<file path="config.mk">
export PLATFORM = sky130hd
export DESIGN_NAME = rdfd_ctrl
export DESIGN_NICKNAME = d
export VERILOG_FILES = /design/src/hdl/rdfd_pkg.sv /design/src/hdl/rdfd_ctrl.sv
export VERILOG_INCLUDE_DIRS = /design/src /design/src/hdl
export SDC_FILE = /design/constraint.sdc
export NUM_CORES = 1
export LEC_CHECK = 0
export ABC_AREA = 1
export CAP_MARGIN = 20
export CORE_MARGIN = 3
export CORE_UTILIZATION = 60
export CTS_CLUSTER_DIAMETER = 50
export DETAILED_ROUTE_END_ITERATION = 16
export DONT_BUFFER_PORTS = 1
export PLACE_DENSITY = 0.82
export SKIP_LAST_GASP = 1
export SLEW_MARGIN = 5
export SYNTH_ARGS = -nofsm -noshare
export SYNTH_HDL_FRONTEND = slang
export SYNTH_SLANG_ARGS = --single-unit
</file>
<file path="constraint.sdc">
create_clock -name clk -period 1.55 [get_ports clk]
set_input_delay 0.31 -clock clk [delete_from_list [all_inputs] [get_ports clk]]
set_output_delay 0.31 -clock clk [all_outputs]
set_load 0.03 [all_outputs]
</file>
<file path="src/hdl/random_drift_fractional_delay_macros.svh">
// Assertion macros shared by the drifting delay line modules.
`ifndef RANDOM_DRIFT_FRACTIONAL_DELAY_MACROS_SVH
`define RANDOM_DRIFT_FRACTIONAL_DELAY_MACROS_SVH

// Same-cycle implication, checked on every rising edge outside reset.
`define RDFD_CHK_NOW(lbl, ante, cons, msg) \
  lbl: assert property (@(posedge clk) disable iff (!rst_n) (ante) |-> (cons)) \
    else $error(msg);

// Next-cycle implication, checked on every rising edge outside reset.
`define RDFD_CHK_NEXT(lbl, ante, cons, msg) \
  lbl: assert property (@(posedge clk) disable iff (!rst_n) (ante) |=> (cons)) \
    else $error(msg);

`endif

</file>
<file path="src/hdl/rdfd_pkg.sv">
// Shared constants and controller/datapath interface types of the drifting delay line.
`default_nettype none
package rdfd_pkg;

  localparam int STORE_DEPTH_DEF   = 8192;
  localparam int SAMPLE_BITS_DEF   = 24;
  localparam int FRACTION_BITS_DEF = 8;

  localparam int BASE_BITS = 21;
  localparam int GAIN_BITS = 32;
  localparam int SEED_BITS = 31;
  localparam int ADDR_BITS = 4;
  localparam int DATA_BITS = 32;

  localparam logic [BASE_BITS-1:0] BASE_DELAY_RST     = 21'd256;
  localparam logic [GAIN_BITS-1:0] DRIFT_GAIN_RST     = 32'd0;
  localparam logic [GAIN_BITS-1:0] SMOOTHING_GAIN_RST = 32'd178957;
  localparam logic [SEED_BITS-1:0] NOISE_SEED_RST     = 31'd1;

  // Register indexes, taken from paddr[3:2].
  localparam logic [1:0] REG_BASE_DELAY     = 2'd0;
  localparam logic [1:0] REG_DRIFT_GAIN     = 2'd1;
  localparam logic [1:0] REG_SMOOTHING_GAIN = 2'd2;
  localparam logic [1:0] REG_NOISE_SEED     = 2'd3;

  // Park-Miller minimal-standard generator.
  localparam logic [SEED_BITS-1:0] PM_MOD = 31'h7FFF_FFFF;
  localparam logic [14:0]          PM_MUL = 15'd16807;

  typedef struct packed {
    logic accept;    // write the sample, advance the write index
    logic clear;     // write zero at the clear counter
    logic pm_mul;    // noise state times the generator multiplier
    logic pm_red;    // reduce modulo 2^31-1
    logic diff;      // noise minus smoothed value, split into sign and magnitude
    logic mul_hi;    // upper magnitude part times smoothing gain
    logic mul_lo;    // lower magnitude part times smoothing gain
    logic step;      // update the smoothed value
    logic smag;      // magnitude of the smoothed value at 31 fraction bits
    logic sw_mul;    // magnitude times drift gain
    logic delay;     // form and clamp the delay
    logic pos;       // read position, integer part and fraction
    logic rd_a;      // read the first tap
    logic rd_b;      // read the second tap, capture the first
    logic mix;       // interpolate
    logic load_out;  // round into the output register
  } cmd_t;

  typedef struct packed {
    logic clear_done;
  } status_t;

endpackage
`default_nettype wire

</file>
<file path="src/hdl/rdfd_ctrl.sv">
// Sequencing state machine and output handshake of the drifting delay line.
`default_nettype none
`include "random_drift_fractional_delay_macros.svh"
module rdfd_ctrl (
  input  wire logic              clk,
  input  wire logic              rst_n,
  input  wire logic              in_tvalid,
  output logic                   in_tready,
  output logic                   out_tvalid,
  input  wire logic              out_tready,
  input  wire rdfd_pkg::status_t status,
  output rdfd_pkg::cmd_t         cmd
);

  typedef enum logic [15:0] {
    ST_IDLE   = 16'b0000_0000_0000_0001,
    ST_CLEAR  = 16'b0000_0000_0000_0010,
    ST_PM_MUL = 16'b0000_0000_0000_0100,
    ST_PM_RED = 16'b0000_0000_0000_1000,
    ST_DIFF   = 16'b0000_0000_0001_0000,
    ST_MUL_HI = 16'b0000_0000_0010_0000,
    ST_MUL_LO = 16'b0000_0000_0100_0000,
    ST_STEP   = 16'b0000_0000_1000_0000,
    ST_SMAG   = 16'b0000_0001_0000_0000,
    ST_SW_MUL = 16'b0000_0010_0000_0000,
    ST_DELAY  = 16'b0000_0100_0000_0000,
    ST_POS    = 16'b0000_1000_0000_0000,
    ST_RD_A   = 16'b0001_0000_0000_0000,
    ST_RD_B   = 16'b0010_0000_0000_0000,
    ST_MIX    = 16'b0100_0000_0000_0000,
    ST_FIN    = 16'b1000_0000_0000_0000
  } state_t;

  state_t state_r, state_nxt;
  logic   out_valid_r, out_valid_nxt;
  logic   out_free;
  logic   in_accept;

  assign in_tready = (state_r == ST_IDLE);
  assign in_accept = in_tvalid && in_tready;
  assign out_free  = !out_valid_r || out_tready;

  always_comb begin
    cmd       = '0;
    state_nxt = state_r;
    case (state_r)
      ST_IDLE: begin
        if (in_accept) begin
          cmd.accept = 1'b1;
          state_nxt  = ST_PM_MUL;
        end
      end
      ST_CLEAR: begin
        cmd.clear = 1'b1;
        if (status.clear_done) begin
          state_nxt = ST_IDLE;
        end
      end
      ST_PM_MUL: begin cmd.pm_mul = 1'b1; state_nxt = ST_PM_RED; end
      ST_PM_RED: begin cmd.pm_red = 1'b1; state_nxt = ST_DIFF;   end
      ST_DIFF:   begin cmd.diff   = 1'b1; state_nxt = ST_MUL_HI; end
      ST_MUL_HI: begin cmd.mul_hi = 1'b1; state_nxt = ST_MUL_LO; end
      ST_MUL_LO: begin cmd.mul_lo = 1'b1; state_nxt = ST_STEP;   end
      ST_STEP:   begin cmd.step   = 1'b1; state_nxt = ST_SMAG;   end
      ST_SMAG:   begin cmd.smag   = 1'b1; state_nxt = ST_SW_MUL; end
      ST_SW_MUL: begin cmd.sw_mul = 1'b1; state_nxt = ST_DELAY;  end
      ST_DELAY:  begin cmd.delay  = 1'b1; state_nxt = ST_POS;    end
      ST_POS:    begin cmd.pos    = 1'b1; state_nxt = ST_RD_A;   end
      ST_RD_A:   begin cmd.rd_a   = 1'b1; state_nxt = ST_RD_B;   end
      ST_RD_B:   begin cmd.rd_b   = 1'b1; state_nxt = ST_MIX;    end
      ST_MIX:    begin cmd.mix    = 1'b1; state_nxt = ST_FIN;    end
      ST_FIN: begin
        if (out_free) begin
          cmd.load_out = 1'b1;
          state_nxt    = ST_IDLE;
        end
      end
      default: state_nxt = ST_IDLE;
    endcase
  end

  always_comb begin
    out_valid_nxt = out_valid_r;
    if (cmd.load_out) begin
      out_valid_nxt = 1'b1;
    end else if (out_tready) begin
      out_valid_nxt = 1'b0;
    end
  end

  always_ff @(posedge clk) begin
    if (!rst_n) begin
      state_r     <= ST_CLEAR;
      out_valid_r <= 1'b0;
    end else begin
      state_r     <= state_nxt;
      out_valid_r <= out_valid_nxt;
    end
  end

  assign out_tvalid = out_valid_r;

  `RDFD_CHK_NEXT(a_accept_starts_item, in_accept, state_r == ST_PM_MUL,
                 "accepted item did not start the generator step")
  `RDFD_CHK_NEXT(a_fin_returns_idle, (state_r == ST_FIN) && out_free,
                 (state_r == ST_IDLE) && out_valid_r,
                 "finished item did not reach the output register")

endmodule
`default_nettype wire

</file>
==> results.ini, run 1 <==
[synthesis]
synthesis.area_um2=1010
yosysTopAreaCell=dfxtp_1
synth-seq-area-share=0.337
synth_nets=164
ys_warn_count=0
netlist.area_leader.share=0.337
synthCells=159
netlist_top_cells_area=dfxtp_1 34%, nor2_1 15%, nand2_1 13%, inv_1 11%, nor2_2 5.0%
synth_cell_type_count=17
synth_seq_cells=17
syn_avg_cell_area_um2=6.36

[status]
tool.error=[ERROR DPL-0038] Utilization greater than 100%, impossible to legalize
status=stopped before the end
haltStage=global routing

[floorplanning]
initial_core_util=0.656
num_io_pins=23
die_y_um=47.1
die_w_um=47.1
core.rowCount=14

[clock_tree]
htreeDepth=1
cts_sinks=17
numCtsBuffers=3
ctsRootBufferMaster=clkbuf_4
cts_hold_buf=0
max-clock-path-buffers=2

[sta]
worst_endpoint=cmd[15]
worst_path_end_type=primary output

[placed_design]
gp_congestion=0.855
dp_slack_ns=0.0457
hpwlAfterDp_mm=1.50
io_buffers=0

[global_routing]
grt_max_degree=15

[repair_timing]
action / CTS
resized for setup: 51
cloned: 1
endpoints found under the setup margin: 17
buffers inserted: 21
pin swaps: 17
[synthesized netlist by cell type]
master	n
nor2_2	8
and3_2	1
buf_1	1
o211ai_4	1
nor2_1	40
dfxtp_1	17
nand4_2	1
nor2_8	1
nand3_1	9
inv_1	29
nor2_4	2
nand2_4	3
nand2_1	34
nor3_1	8
nand2_2	2
buf_4	1
nor3b_1	1
[logic make-up after synthesis]
| group | Yosys count | synth area share |
|---|---|---|
| AO/OA/AOI/OAI | 1 | 0.0210 |
| buffers and inverters | 31 | 0.119 |
| flip-flops | 17 | 0.337 |
| AND/OR/NAND/NOR | 110 | 0.524 |
[per-stage QoR]
stage / cell area (um^2) / std cells / TNS, ns / hold slack (ns)
after global placement: 1060 / 178 / 0 / 0.383
after floorplan: 1010 / 159 / 0 / 0.380
after detailed placement: 1060 / 178 / 0 / 0.388
after CTS: 1370 / 204 / -2.58 / 0.0730
==> inputs of run 2 (changes only) <==
CORE_AREA = 3 3 64 66   (was unset)
CORE_MARGIN = unset   (was 3)
CORE_UTILIZATION = unset   (was 60)
CTS_CLUSTER_DIAMETER = unset   (was 50)
DIE_AREA = 0 0 67 69   (was unset)
PLACE_DENSITY = unset   (was 0.82)
PLACE_DENSITY_LB_ADDON = 0.15   (was unset)
==> run 2 against run 1 <==
  * The flow now finishes, with violations (setup timing)
  * Synthesized cell count unchanged
  * Synthesized area unchanged
==> results.ini, run 2 <==
[layout]
fin_area_um2=1880
finalNetCount=210
final_util=0.518
area_growth_pct=86.0
post_route_cells_drive_above_1_share=0.637
stdcell_count=252
largest_register_ffs=16
largest-register=state_r
antenna_cells=0
final_cell_mix=26 x nor2_1, 25 x buf_4, 21 x nor2_4, 21 x nand2_1, 15 x inv_1
final_common_cell=nor2_1

[power]
clockPowerShare=0.312
p_comb_frac=0.274
p_sw_frac=0.307
internal_power_uw=761
finalPower_uw=1100
p_leak_uw=0.000867
p_per_area_nw_per_um2=584
p_switching_uw=337
seqPwrFrac=0.414
peakVddDrop_v=0.000386

[synthesis]
synth_edf_count=0  ; unchanged
synthesis.area_um2=1010  ; unchanged
yosysTopAreaCell=dfxtp_1  ; unchanged
yosys-top-cells-count=40 x nor2_1, 34 x nand2_1, 29 x inv_1, 17 x dfxtp_1, 9 x nand3_1  ; unchanged
netlist.area_leader.share=0.337  ; unchanged
yosysMostFrequentCell=nor2_1  ; unchanged
synth-seq-area-share=0.337  ; unchanged
async_flop_share=0  ; unchanged
synthCells=159  ; unchanged
synth_cell_type_count=17  ; unchanged
synth_nets=164  ; unchanged
ys_warn_count=0  ; unchanged
synth_seq_cells=17  ; unchanged
netlist_top_cells_area=dfxtp_1 34%, nor2_1 15%, nand2_1 13%, inv_1 11%, nor2_2 5.0%  ; unchanged
syn_avg_cell_area_um2=6.36  ; unchanged
ys_dominant_reg_cell=dfxtp_1  ; unchanged

[detailed_routing]
finalWirelength_mm=3.25
drt-pass1-iter-count=4
drc=0
wl_per_cell_um=12.9
vias=1144
final_antenna_net_count=0
post_drt_via_cell_ratio=4.54
initialDrtViolationCount=23

[sta]
setup_tns_ns=-2.08
fmax_mhz=585
finalCritPeriodShare=1.10
worst_pin_slew_ns=0.624
layout_min_cycle_time_ns=1.71
relSlewSlack=0.584
grt_setup_unrepaired=yes
worst_slack_ns=-0.160
setup_viol=26
hold_violations=0
slew_violations=0
clock_skew_ns=0.00280

[global_routing]
grt_pass1_wl_mm=4.71
antenna_found_initial=0
gr-total-overflow=0
grt_pass1_vias=1074
grt_max_degree=15
track_usage=0.129

[critical_path]
crit_path_start_kind=register
criticalPathCategory=register to output pin
required_ns=1.24
end_kind=output pin
critical_path_buf_inv_count=2
path_max_fanout=7
cp_top_family=simple AND/OR/NAND/NOR gates
crit_path_cell_trace=nor2_4 > nand2_4 > nor2_4 > buf_12 > nand2_4 > nor2_4 > buf_6
worstPathArrival_ns=1.40
slowest_stage=dfxtp_4
slowest_delay_ns=0.36
crit_top_cell=nor2_4

[status]
status=finished, violations left  ; was stopped before the end
violations=setup timing

[placed_design]
placed_cells=222  ; was 178
placed_cell_area_um2=1200  ; was 1060 um^2
gp_congestion=0.789  ; was 0.855
hpwlAfterDp_mm=1.99  ; was 1.50 mm
io_buffers=0  ; unchanged

[floorplanning]
die_y_um=69  ; was 47.1 um
die-area_um2=4620
core-area_um2=3630
num_io_pins=23  ; unchanged
initial_core_util=0.278  ; was 0.656
die_w_um=67  ; was 47.1 um
core.rowCount=22  ; was 14

[clock_tree]
cts_tree=done
clock_latency_ns=0.25
ctsRootBufferMaster=clkbuf_8  ; was clkbuf_4
clkTransAtPathRegs_ns=0.07
htreeDepth=1  ; unchanged
cts_sinks=17  ; unchanged
numCtsBuffers=3  ; unchanged
max-clock-path-buffers=2  ; unchanged

[hold_path]
min_path_type=primary input to register

[flow_run]
maxCapViolCount=0

run 2: cell counts after synthesis:
No cell type changed its count.
run 2: final cells by class:
class                      count  area, um^2
tap                           48        60.1
inverter                      29         158
clock inverter                 1        5.00
timing repair buffer          42         405
multi-input combinational    112         848
sequential                    17         363
fill                         344        1750
clock buffer                   3        41.3
run 2: final timing paths:
kind,from,endpoint,slack [ns],cells past startpoint
setup / recovery,state_r[2],cmd[0],-0.16,7
hold / removal,rst_n,state_r[1],0.14,1
hold reg to reg,state_r[15],state_r[15],0.60,4
setup reg to reg,state_r[13],state_r[0],-0.11,12
run 2: routing by layer:
layer / GRT usage / vias up / share of wire
li1: - / 566 / -
met1: 0.148 / 556 / 0.38
met2: 0.230 / 18 / 0.58
met3: 0.0261 / 4 / 0.030
met4: 0.0428 / 0 / 0.011
met5: 0 / - / 0
run 2: logic make-up after synthesis:
logic type,synth area share
simple gates,0.524
buf+inv,0.119
flops,0.337
compound gates,0.0210
run 2: through the flow:
step | setup WS (ns) | hold slack, ns
after detailed placement | 0.00717 | 0.399
after global placement | 0.0235 | 0.396
after global routing | -0.245 | 0.128
after CTS | -0.164 | 0.136
after floorplan | 0.136 | 0.380
final | -0.160 | 0.136
run 2: what timing repair did:
action / CTS / global route
pin swaps: 15 / 26
resized for setup: 56 / 74
gates cloned: 1 / 0
setup buffers: 15 / 11
hold buffers: 0 / 0
setup endpoints to repair: 17 / 26
run 2: power groups by stage:
stage | clock network (uW) | registers (uW) | logic (uW)
CTS | 348 | 455 | 220
detailed placement | 0 | 462 | 178
global route | 384 | 456 | 320
global placement | 0 | 462 | 177
finish | 342 | 454 | 301
floorplan | 0 | 462 | 109
Power figures use the tool's default switching activity.
==> inputs of run 3 (changes only) <==
clock period = 2 ns   (was 1.55 ns; I/O delays follow)
==> run 3 against run 2 <==
  * The run now ends clean
  * Routed wire length is 28% lower
  * Register-to-register slack better by 0.45 ns
  * Die area stayed put
  * Core utilization is 20 points lower
  * Non-clock buffer count is 36 lower
  * Sequential share of layout area is 10 points higher
  * First-iteration DRC count is 61% higher
  * Sequential power is 23% lower
  * Count of clock-buffer cells in the layout is 1 higher
  * Largest cell class unchanged
  * Largest power group unchanged
==> results.ini, run 3 (synthesis gave the netlist of run 2 again) <==
[layout]
area_growth_pct=14.5  ; was 86.0%
final_cell_mix=40 x nor2_1, 34 x nand2_1, 25 x inv_1  ; was 26 x nor2_1, 25 x buf_4, 21 x nor2_4, 21 x nand2_1, 15 x inv_1
final_common_cell=nor2_1  ; unchanged
post_route_cells_drive_above_1_share=0.192  ; was 0.637
regArea_um2=340  ; was 363 um^2
finalNetCount=173  ; was 210
largest_register_ffs=16  ; unchanged
antenna_cells=0  ; unchanged
multiInputGateArea_um2=561  ; was 848 um^2
largest-register=state_r  ; unchanged
n_fill_cell=439  ; was 344

[clock_tree]
cts_sinks=17  ; unchanged
numCtsBuffers=3  ; unchanged
htreeDepth=1  ; unchanged
clkTransAtPathRegs_ns=0.07  ; about the same
clock_latency_ns=0.26  ; was 0.25 ns
max-clock-path-buffers=2  ; unchanged
ctsRootBufferMaster=clkbuf_8  ; unchanged
cts_tree=done  ; unchanged

[sta]
setup_tns_ns=0  ; was -2.08 ns
hold_violations=0  ; unchanged
worst_slack_ns=0.135  ; was -0.160 ns
layout_min_cycle_time_ns=1.86
fmax_mhz=536
hold_slack_ns=0.217  ; was 0.136 ns
worst_pin_slew_ns=0.494  ; was 0.624 ns
finalCritPeriodShare=0.932
relSlewSlack=0.671  ; was 0.584
slew_violations=0  ; unchanged
setup_viol=0  ; was 26
clock_skew_ns=0.00460  ; was 0.00280 ns

[status]
status=finished, final reports clean  ; was finished, violations left

[global_routing]
gr-total-overflow=0  ; unchanged
grt_pass1_wl_mm=3.97  ; was 4.71 mm
grt_max_degree=15  ; unchanged
track_usage=0.110  ; was 0.129
grt_pass1_vias=849  ; was 1074
antenna_found_initial=0  ; unchanged

[floorplanning]
num_io_pins=23  ; unchanged
initial_core_util=0.278  ; unchanged
core.rowCount=22  ; unchanged
core-area_um2=3630  ; unchanged
die_y_um=69  ; unchanged
die_w_um=67  ; unchanged
die-area_um2=4620  ; unchanged

[critical_path]
required_ns=1.60  ; was 1.24 ns
end_kind=output pin  ; unchanged
worstPathArrival_ns=1.46  ; was 1.40 ns
crit_path_start_kind=register  ; unchanged
criticalPathCategory=register to output pin  ; unchanged
path_max_fanout=5  ; was 7

[power]
p_leak_uw=0.000634  ; was 0.000867 uW
internal_power_uw=521  ; was 761 uW
peakVddDrop_v=0.000447  ; was 0.000386 V
seqPwrFrac=0.482  ; was 0.414
p_comb_frac=0.155  ; was 0.274
p_sw_frac=0.284  ; was 0.307
p_switching_uw=206  ; was 337 uW
p_per_area_nw_per_um2=628  ; was 584 nW/um^2
clockPowerShare=0.363  ; was 0.312

[detailed_routing]
finalWirelength_mm=2.35  ; was 3.25 mm
vias=907  ; was 1144
drc=0  ; unchanged
post_drt_via_cell_ratio=4.22  ; was 4.54
wl_met3_um=92  ; was 96 um
wl_met1_mm=1.12  ; was 1.25 mm
dr_wl_met2_mm=1.12  ; was 1.87 mm
wl_per_cell_um=10.9  ; was 12.9 um
final_antenna_net_count=0  ; unchanged
initialDrtViolationCount=37  ; was 23
drt-pass1-iter-count=4  ; unchanged
highest-signal-layer=met4  ; unchanged

[placed_design]
io_buffers=0  ; unchanged
dp_slack_ns=0.363  ; was 0.00717 ns
gp_congestion=0.803  ; was 0.789
hpwlAfterDp_mm=1.76  ; was 1.99 mm

[flow_run]
maxCapViolCount=0  ; unchanged

[hold_path]
min_path_type=primary input to register  ; unchanged

run 3: what timing repair did:
action	4_1_cts	5_1_grt
hold buffers	0	0
endpoints found under the setup margin	0	8
buffers inserted	0	3
resized for setup	0	6
run 3: metal layers:
layer / vias to the layer above / global-route usage
met1: 399 / 0.140
li1: 490 / -
met4: 0 / 0.0270
met3: 4 / 0.0375
met2: 14 / 0.176
met5: - / 0
run 3: area by class of cell:
| type | count | area share |
|---|---|---|
| clock buffer | 4 | 0.0389 |
| inverter | 29 | 0.0941 |
| multi-input combinational | 111 | 0.484 |
| sequential | 17 | 0.294 |
| tap | 48 | 0.0519 |
| timing repair buffer | 6 | 0.0368 |
run 3: through the flow:
step	cell area, um^2	instances	power [uW]	util
2_1_floorplan	1010	159	443	-
3_3_place_gp	1080	208	463	0.298
3_5_place_dp	1080	208	465	0.298
4_1_cts	1130	212	736	0.310
5_1_grt	1160	215	765	0.319
6_report	1160	215	727	0.319
run 3: path summary, 6_finish.rpt:
check | from | to | slack [ns] | depth (start not counted)
hold / removal | rst_n | state_r[1] | 0.22 | 1
setup / recovery | state_r[6] | cmd[1] | 0.14 | 6
hold reg to reg | state_r[15] | state_r[15] | 0.58 | 4
setup reg to reg | state_r[6] | state_r[15] | 0.34 | 10
run 3: critical path, cell delays in order (launching register included):
cell and delay, ns:
dfxtp_1 0.33, nor2_2 0.20, nand2_4 0.11, nor2_4 0.12, buf_4 0.14, nand2_1 0.07, inv_1 0.24
run 3: power groups by stage:
stage / logic, uW / clock network [uW] / registers [uW]
floorplan: 84.2 / 0 / 358
global placement: 105 / 0 / 358
detailed placement: 107 / 0 / 358
CTS: 107 / 279 / 350
global route: 125 / 288 / 351
finish: 112 / 264 / 351
==> inputs of run 4 (changes only) <==
BUFFER_PORTS_ARGS = -buffer_cell sky130_fd_sc_hd__buf_2   (was unset)
DONT_BUFFER_PORTS = unset   (was 1)
==> run 4 against run 3 <==
  * Count of clock-buffer cells in the layout did not move
  * Worst hold slack improved by 0.14 ns
  * Routed wire length fell by 0.51%
  * Combinational power barely moved
  * First-iteration DRC count fell by 38%
  * Via count rose by 8.3%
  * Critical path depth did not move
  * Sequential share of layout area fell by 2.0 points
==> results.ini, run 4 (synthesis gave the netlist of run 2 again) <==
[layout]
antenna_cells=0  ; unchanged
post_route_cells_drive_above_1_share=0.245  ; was 0.192
stdcell_count=232  ; was 215
finalNetCount=190  ; was 173
largest-register=state_r  ; unchanged
fin_area_um2=1240  ; was 1160 um^2
largest_register_ffs=16  ; unchanged
area_growth_pct=22.8  ; was 14.5%
final_common_cell=nor2_1  ; unchanged
final_cell_mix=40 x nor2_1, 34 x nand2_1, 29 x inv_1  ; was 40 x nor2_1, 34 x nand2_1, 25 x inv_1

[sta]
finalCritPeriodShare=0.952  ; was 0.932
fmax_mhz=525  ; was 536 MHz
slew_violations=0  ; unchanged
setup_viol=0  ; unchanged
hold_violations=0  ; unchanged
clock_skew_ns=0.00424  ; was 0.00460 ns
worst_pin_slew_ns=0.485  ; was 0.494 ns
layout_min_cycle_time_ns=1.90  ; was 1.86 ns
hold_slack_ns=0.355  ; was 0.217 ns
relSlewSlack=0.676  ; was 0.671
grt_setup_unrepaired=yes
setup_tns_ns=0  ; unchanged

[detailed_routing]
vias=982  ; was 907
initialDrtViolationCount=23  ; was 37
post_drt_via_cell_ratio=4.23  ; was 4.22
wl_per_cell_um=10.1  ; was 10.9 um
drt-pass1-iter-count=4  ; unchanged
finalWirelength_mm=2.34  ; was 2.35 mm
drc=0  ; unchanged
final_antenna_net_count=0  ; unchanged

[placed_design]
placed_cell_area_um2=1170  ; was 1080 um^2
hpwlAfterDp_mm=1.74  ; was 1.76 mm
io_buffers=22  ; was 0
gp_congestion=0.803  ; about the same
placed_cells=227  ; was 208

[power]
p_leak_uw=0.000735  ; was 0.000634 uW
peakVddDrop_v=0.000192  ; was 0.000447 V
p_per_area_nw_per_um2=584  ; was 628 nW/um^2

[floorplanning]
core.rowCount=22  ; unchanged
die-area_um2=4620  ; unchanged
die_w_um=67  ; unchanged
core-area_um2=3630  ; unchanged
num_io_pins=23  ; unchanged
initial_core_util=0.278  ; unchanged
die_y_um=69  ; unchanged

[global_routing]
grt_pass1_vias=908  ; was 849
grt_pass1_wl_mm=3.93  ; was 3.97 mm
gr-total-overflow=0  ; unchanged
grt_max_degree=15  ; unchanged
track_usage=0.108  ; was 0.110
antenna_found_initial=0  ; unchanged

[clock_tree]
cts_hold_buf=0  ; unchanged
cts_tree=done  ; unchanged
cts_resized=0  ; unchanged
cts_sinks=17  ; unchanged
numCtsBuffers=3  ; unchanged
max-clock-path-buffers=2  ; unchanged
clkTransAtPathRegs_ns=0.07  ; about the same
clock_latency_ns=0.25  ; was 0.26 ns
ctsRootBufferMaster=clkbuf_8  ; unchanged
htreeDepth=1  ; unchanged
cts_setup_buffers=0  ; unchanged

[critical_path]
required_ns=1.60  ; about the same
crit_path_cell_trace=nor2_2 > nand2_4 > nor2_2 > nand2_1 > inv_1 > buf_2  ; was nor2_2 > nand2_4 > nor2_4 > buf_4 > nand2_1 > inv_1
crit_path_start_kind=register  ; unchanged
slowest_stage=dfxtp_1  ; unchanged
criticalPathCategory=register to output pin  ; unchanged
path_max_fanout=6  ; was 5
crit_top_cell=nor2_2
slowest_delay_ns=0.33  ; about the same
worstPathArrival_ns=1.50  ; was 1.46 ns
end_kind=output pin  ; unchanged

[hold_path]
min_path_type=primary input to register  ; unchanged

[flow_run]
maxCapViolCount=0  ; unchanged

[status]
status=finished, final reports clean  ; unchanged

==> run 4: critical path, delay by kind of cell, from the launching register on <==
family,cells,cell delay [ns]
and+or+nand+nor,4,0.67
DFF,1,0.33
buffers and inverters,2,0.24
==> run 4: area by class of cell <==
| type | instances | area, um^2 |
|---|---|---|
| sequential | 17 | 340 |
| timing repair buffer | 22 | 110 |
| tap | 48 | 60.1 |
| multi-input combinational | 112 | 577 |
| inverter | 29 | 109 |
| fill | 437 | 2390 |
| clock buffer | 4 | 45.0 |
==> run 4: layer usage <==
metal	wire length, um	vias to the layer above	share of wire	global-route usage
met2	1090	18	0.47	0.167
met5	0	-	0	0
met1	1110	438	0.47	0.142
met4	46	0	0.020	0.0541
met3	94	4	0.040	0.0195
li1	-	522	-	-
==> run 4: metrics by stage <==
step | utilization | worst slack, ns | total power (uW)
after global routing | 0.342 | -0.0318 | 765
after global placement | 0.322 | 0.366 | 469
final | 0.342 | 0.0966 | 725
after detailed placement | 0.322 | 0.345 | 469
after floorplan | - | 0.359 | 443
after CTS | 0.334 | 0.0548 | 735
==> run 4: worst paths after layout <==
path | startpoint | endpoint | slack, ns | depth (start not counted)
max | state_r[4] | cmd[7] | 0.1 | 6
min | rst_n | state_r[1] | 0.35 | 2
min reg2reg | out_tvalid | out_tvalid | 0.60 | 4
max reg2reg | state_r[4] | state_r[15] | 0.44 | 8
==> run 4: power by group <==
part | internal [uW] | switching [uW] | total [uW] | leakage (uW)
sequential | 345 | 5.63 | 351 | 0.000138
clock | 141 | 120 | 262 | 0.0000228
combinational | 33.1 | 78.8 | 112 | 0.000575
